--- config.mk ---
export PLATFORM = sky130hd
export DESIGN_NAME = cc_mul
export DESIGN_NICKNAME = d
export VERILOG_FILES = /design/src/rtl/core/cc_pkg.sv /design/src/rtl/core/cc_mul.sv
export SDC_FILE = /design/constraint.sdc
export NUM_CORES = 2
export LEC_CHECK = 0
export BUFFER_PORTS_ARGS = -buffer_cell sky130_fd_sc_hd__buf_2
export CAP_MARGIN = 20
export CORE_ASPECT_RATIO = 0.6
export CORE_UTILIZATION = 27
export DETAILED_ROUTE_END_ITERATION = 8
export PLACE_DENSITY = 0.42
export SLEW_MARGIN = 30
export SYNTH_ARGS = -nofsm -noshare
export SYNTH_HDL_FRONTEND = slang
export SYNTH_SLANG_ARGS = --single-unit
--- constraint.sdc ---
create_clock -name clk -period 13.25 [get_ports clk]
set_input_delay 0.6625 -clock clk [delete_from_list [all_inputs] [get_ports clk]]
set_output_delay 0.6625 -clock clk [all_outputs]
set_load 0.01 [all_outputs]
--- src/rtl/core/cc_pkg.sv ---
// Shared constants and latency helper for the circumcircle datapath.
`timescale 1ns / 1ps

package cc_pkg;

    localparam int THR_W    = 32;
    localparam int MUL_LIMB = 32;
    localparam int MUL_LAT  = 4;

    function automatic int cc_latency(input int cw);
        return 3 * MUL_LAT + 3 * cw + 2;
    endfunction

endpackage

--- src/rtl/core/cc_mul.sv ---
// Pipelined signed multiplier built from 32x32 limb products.
`timescale 1ns / 1ps

module cc_mul #(
    parameter int AW = 33,
    parameter int BW = 33
) (
    input  logic                    clk,
    input  logic signed [AW-1:0]    a,
    input  logic signed [BW-1:0]    b,
    output logic signed [AW+BW-1:0] p
);

    localparam int LW   = cc_pkg::MUL_LIMB;
    localparam int NA   = (AW + LW - 1) / LW;
    localparam int NB   = (BW + LW - 1) / LW;
    localparam int PW   = AW + BW;
    localparam int RWD  = LW * (NB + 1);
    localparam int SUMW = LW * (NA + NB);

    logic [NA*LW-1:0] ua_reg, ua_next;
    logic [NB*LW-1:0] ub_reg, ub_next;
    logic [2:0]       sg_reg;
    logic [2*LW-1:0]  pp_reg [0:NA-1][0:NB-1];
    logic [RWD-1:0]   row_reg [0:NA-1];
    logic [RWD-1:0]   row_next [0:NA-1];
    logic [SUMW-1:0]  acc;
    logic [PW-1:0]    mag;
    logic [PW-1:0]    p_reg, p_next;

    always_comb
    begin
        ua_next = '0;
        ub_next = '0;
        ua_next[AW-1:0] = a[AW-1] ? (~$unsigned(a) + 1'b1) : $unsigned(a);
        ub_next[BW-1:0] = b[BW-1] ? (~$unsigned(b) + 1'b1) : $unsigned(b);
    end

    always_comb
    begin
        for (int i = 0; i < NA; i++)
        begin
            row_next[i] = '0;
            for (int j = 0; j < NB; j++)
            begin
                row_next[i] = row_next[i] + (RWD'(pp_reg[i][j]) << (LW * j));
            end
        end
    end

    always_comb
    begin
        acc = '0;
        for (int i = 0; i < NA; i++)
        begin
            acc = acc + (SUMW'(row_reg[i]) << (LW * i));
        end
        mag    = acc[PW-1:0];
        p_next = sg_reg[2] ? (~mag + 1'b1) : mag;
    end

    always_ff @(posedge clk)
    begin
        ua_reg <= ua_next;
        ub_reg <= ub_next;
        sg_reg <= {sg_reg[1:0], a[AW-1] ^ b[BW-1]};
        for (int i = 0; i < NA; i++)
        begin
            for (int j = 0; j < NB; j++)
            begin
                pp_reg[i][j] <= ua_reg[i*LW +: LW] * ub_reg[j*LW +: LW];
            end
            row_reg[i] <= row_next[i];
        end
        p_reg <= p_next;
    end

    assign p = $signed(p_reg);

endmodule

## Word-level counts from Yosys, hierarchy flattened

Memory sizes are Yosys's and may differ from the RTL's.
Index checks and enable logic that the tools add are counted.

| operators by class | value |
|---|---|
| $mul | 4 |
| add/subtract/negate cells | 6 |
| bitwise logic cells | 4 |
| muxes and demuxes | 3 |

Operators by type and width:

| kind | count |
|---|---|
| $add A64 B96 Y96 | 2 |
| $add A33 B1 Y33 const B | 2 |
| $add A66 B1 Y66 const B | 1 |
| $add A66 B66 Y66 | 1 |
| $mux W66 | 1 |
| $not A33 Y33 | 2 |
| $not A66 Y66 | 1 |
| $mul A32 B32 Y64 | 1 |
| $mux W32 | 2 |
| $mul A1 B32 Y33 | 1 |
| $mul A32 B1 Y33 | 1 |
| $mul A1 B1 Y2 | 1 |
| $xor A1 B1 Y1 | 1 |

| word-level totals | value |
|---|---|
| input port bits | 67 |
| bits in writable memories | 386 |
| output and inout bits | 66 |
| memories kept | 2 |
| bits in registers | 135 |
| word-level logic and storage cells | 25 |

Memories:

| name | words | bits a word | rd ports | clocked after memory_dff | write ports | line | RTL |
|---|---|---|---|---|---|---|---|
| pp_reg | 2 | 97 | 2 | 0 | 2 | cc_mul.sv:24 | `logic [2*LW-1:0] pp_reg [0:NA-1][0:NB-1];` |
| row_reg | 2 | 96 | 2 | 0 | 2 | cc_mul.sv:25 | `logic [RWD-1:0] row_reg [0:NA-1];` |

## Longest topological paths before layout

An unclocked memory read counts as a cell.

| logic depth | value |
|---|---|
| depth after elaboration | 5 |
| gate-level depth with buffers | 29 |
| mapped depth without buffers | 28 |

## Worst setup path after synthesis

Ideal clock, no wire load.

| timing path | value |
|---|---|
| path type | register to register |
| start point | register ua_reg[16] |
| end point | memory pp_reg[0][96] (netlist bit) |
| required time | 13.136 ns |
| data arrival time | 7.334 ns |
| clock period less this slack | 7.448 ns |
| stages on the path, launching flop included | 27 |
| buffers on the path | 1 |
| path slack | 5.802 ns |
| library setup time | 0.114 ns |
| cells stage by stage | dfxtp_1 > clkbuf_1 > and2_1 > fa_1 > inv_1 > fa_1 > fa_1 > fa_1 > inv_1 > fa_1 > inv_1 > fa_1 > inv_1 > fa_1 > inv_1 > fa_1 > inv_1 > ha_1 > and3_1 > and3_1 > a311oi_1 > o41ai_1 > a31oi_1 > a21oi_1 > a31oi_1 > mux2i_1 > a2111oi_0 |

RTL lines:

| item | line | RTL |
|---|---|---|
| start: declaration | cc_mul.sv:21 | `logic [NA*LW-1:0] ua_reg, ua_next;` |
| start signal: assignment | cc_mul.sv:64 | `ua_reg <= ua_next;` |
| end: declaration | cc_mul.sv:24 |  |

==> metrics.md <==
| Metric | Value |
|---|---|
| Post-synth EDFFs | 0 |
| Clk Latency, worst-skew pair | ~0.63 ns |
| Share of post-route cells with drive strength above 1 | 0.06221 |
| Outcome | finished clean |
| Setup TNS | 0 ns |
| Worst Clk Skew | 0.04540 ns |
| I/O Pins | 133 |
| Final hold vios | 0 |
| Top cells by count, synth | 898 x fa_1, 895 x inv_1, 684 x and2_1, 544 x nand2_1, 362 x dfxtp_1 |
| Number of global-route vias before repair | 34.32k |
| Max-cap check violation count | 0 |
| Final Slew Violations | 0 |
| Postcts setup bufs | 0 |
| IO buf count | approximately 130 |
| Net count after synthesis | 6270 |
| Post-route ant nets | 0 |
| Nets | 6281 |
| DRC violations left | 0 |
| Seq cells post-synth | 362 |
| Initial antenna violation count | 24 |
| TritonCTS buffer count | 39 |
| DR vias/cell | 4.527 |
| Post-synth ARST share | 0 |
| Synth Area per Inst | 9.434 µm² |
| H-tree depth | 2 |
| Post-route minimum period | 8.838 ns |
| Global-route wire length before repair | about 220000 µm |
| Die width | 540.2 µm |
| 1st-iter DRT viols | between 2k and 2.5k |
| Maximum clock insertion buffer count | 3 |
| WP data arrival | approximately 9.3 ns |
| Post-CTS Resized | 0 |
| Post-CTS Hold Fix Bufs | 0 |
| CP max-delay cell | a311oi_1 |
| DP HPWL | roughly 110000 µm |
| Post-Syn Instances | 4974 |
| F_max | 0.1132 GHz |
| Final core utilization | 0.2986 |
| DR WL/cell | 20.03 µm |
| Period utilization | 0.6670 |
| Post-synth top area share | 0.3831 |
| Post-DP Area | around 50000 µm² |
| Largest net degree at the start of global routing | 66 |
| Setup Crit Path Kind | register to register |
| Worst min-delay path class | input pin to register |
| Main synth FF type | dfxtp_1 |
| Synth cell types | 75 |
| Critical Path Start | ua_reg[11] |
| Area grow syn2layout | 9.839% |
| Total Wirelength | between 100000 and 150000 µm |
| Unrepaired setup endpoints after global routing | false |
| Die height | 324.9 µm |
| CP Max Fanout | 19 |
| Tot GR Track Use | 0.1693 |
| TritonRoute pass-1 iters | 5 |
| Synth warnings | 0 |
| Gr ovfl total | 0 |
| Cell mode on critical path | fa_1 |
| Max FFs per register | 129 |
| CTS tree | built |
| Reg2Reg Launch Point | ua_reg[11] |
| Post-Syn Area | 46920 µm² |
| Cell taking the most area after synthesis | fa_1 |
| CTS Sinks | around 360 |
| Origin of the worst min-delay path | b[31] |
| Slowest cell delay on critical path | 0.69 ns |
| Sequential area share after synthesis | 0.1544 |
| Via Count | 33.09k |
| Worst-path clk slew | roughly 0.070 ns |
| Initial core utilization | 0.2719 |
| Slew HR | 0.3048 |
| Die Area | 175500 µm² |
| CP startpoint kind | register |
| Final design area excluding fillers | 51540 µm² |
| Core Area | 172600 µm² |
| Worst-margin pin slew | between 1 and 1.5 ns |
| Most numerous cell in the Yosys netlist | fa_1 |
| Row cnt | 118 |
| Top cells by area, synth | fa_1 38%, dfxtp_1 15%, and2_1 9.1% |
| CP required | approximately 14 ns |
| CTS root buffer | clkbuf_16 |
| Crit end category | register |
| Final setup fails | 0 |
| GP Congestion | 0.8394 |
==> cell usage in the layout (no fill, tap or decap), types with 44 or more instances in the layout <==
master and instances:
fa_1 898, inv_1 895, and2_1 684, nand2_1 544
dfxtp_1 359, ha_1 331, xnor2_1 198, a21oi_1 134
buf_2 132, o21ai_0 98, nor2_1 83, buf_4 73
a21o_1 49, nand3_1 44
==> cells by family after synthesis <==
logic type | after synthesis | synth area share
simple gates | 1537 | 0.1720
fa+ha+maj | 1229 | 0.4714
buf+inv | 1130 | 0.09040
compound gates | 481 | 0.06781
flops | 362 | 0.1544
xor+xnor | 232 | 0.04330
mux | 3 | 0.0006400
==> metal layers <==
metal | track usage | up-vias | wire, µm
met5 | 0 | - | 37
met4 | 0.02604 | 6 | 1971
met3 | 0.02621 | 93 | 8510
met2 | 0.2242 | 783 | 55370
met1 | 0.2826 | 16980 | 80500
li1 | - | 15230 | -
==> critical path, delay by kind of cell, from the launching register on <==
family                     cells  cell delay, ns
AOI/OAI and AO/OA              6            2.27
adders and majority gates      9            4.28
buffers and inverters          9            1.10
DFF                            1            0.30
muxes                          1            0.12
and+or+nand+nor                3            0.61
==> metrics by stage <==
stage,cells,setup slack (ns),hold slack [ns]
after floorplan,4974,5.802,0.3096
after global placement,7224,4.550,0.3110
after detailed placement,7224,4.582,0.3121
after CTS,7295,4.509,0.2150
after global routing,7301,3.974,0.2343
final,7309,4.412,0.2490
==> layout make-up <==
type | count | area (µm²)
diodes | 14 | 35.03
clock buffers | 47 | 1077
clock inverters | 24 | 321.6
fillers | 18200 | 121100
inverters | 895 | 3359
multi-input cells | 3482 | 35430
flip-flops and latches | 362 | 7251
well taps | 2280 | 2853
repair buffers | 205 | 1209
==> worst paths after layout <==
path | end | slack, ns | depth (start not counted)
setup / recovery | pp_reg[0][96] | 4.41 | 28
hold / removal | ub_reg[32] | 0.25 | 2
setup reg to reg | pp_reg[0][96] | 4.41 | 28
hold reg to reg | row_reg[0][126] | 0.32 | 0
Power is left out: the tool's default activity adds up to more than one toggle a clock period on the data nets, which glitch-free logic cannot reach.
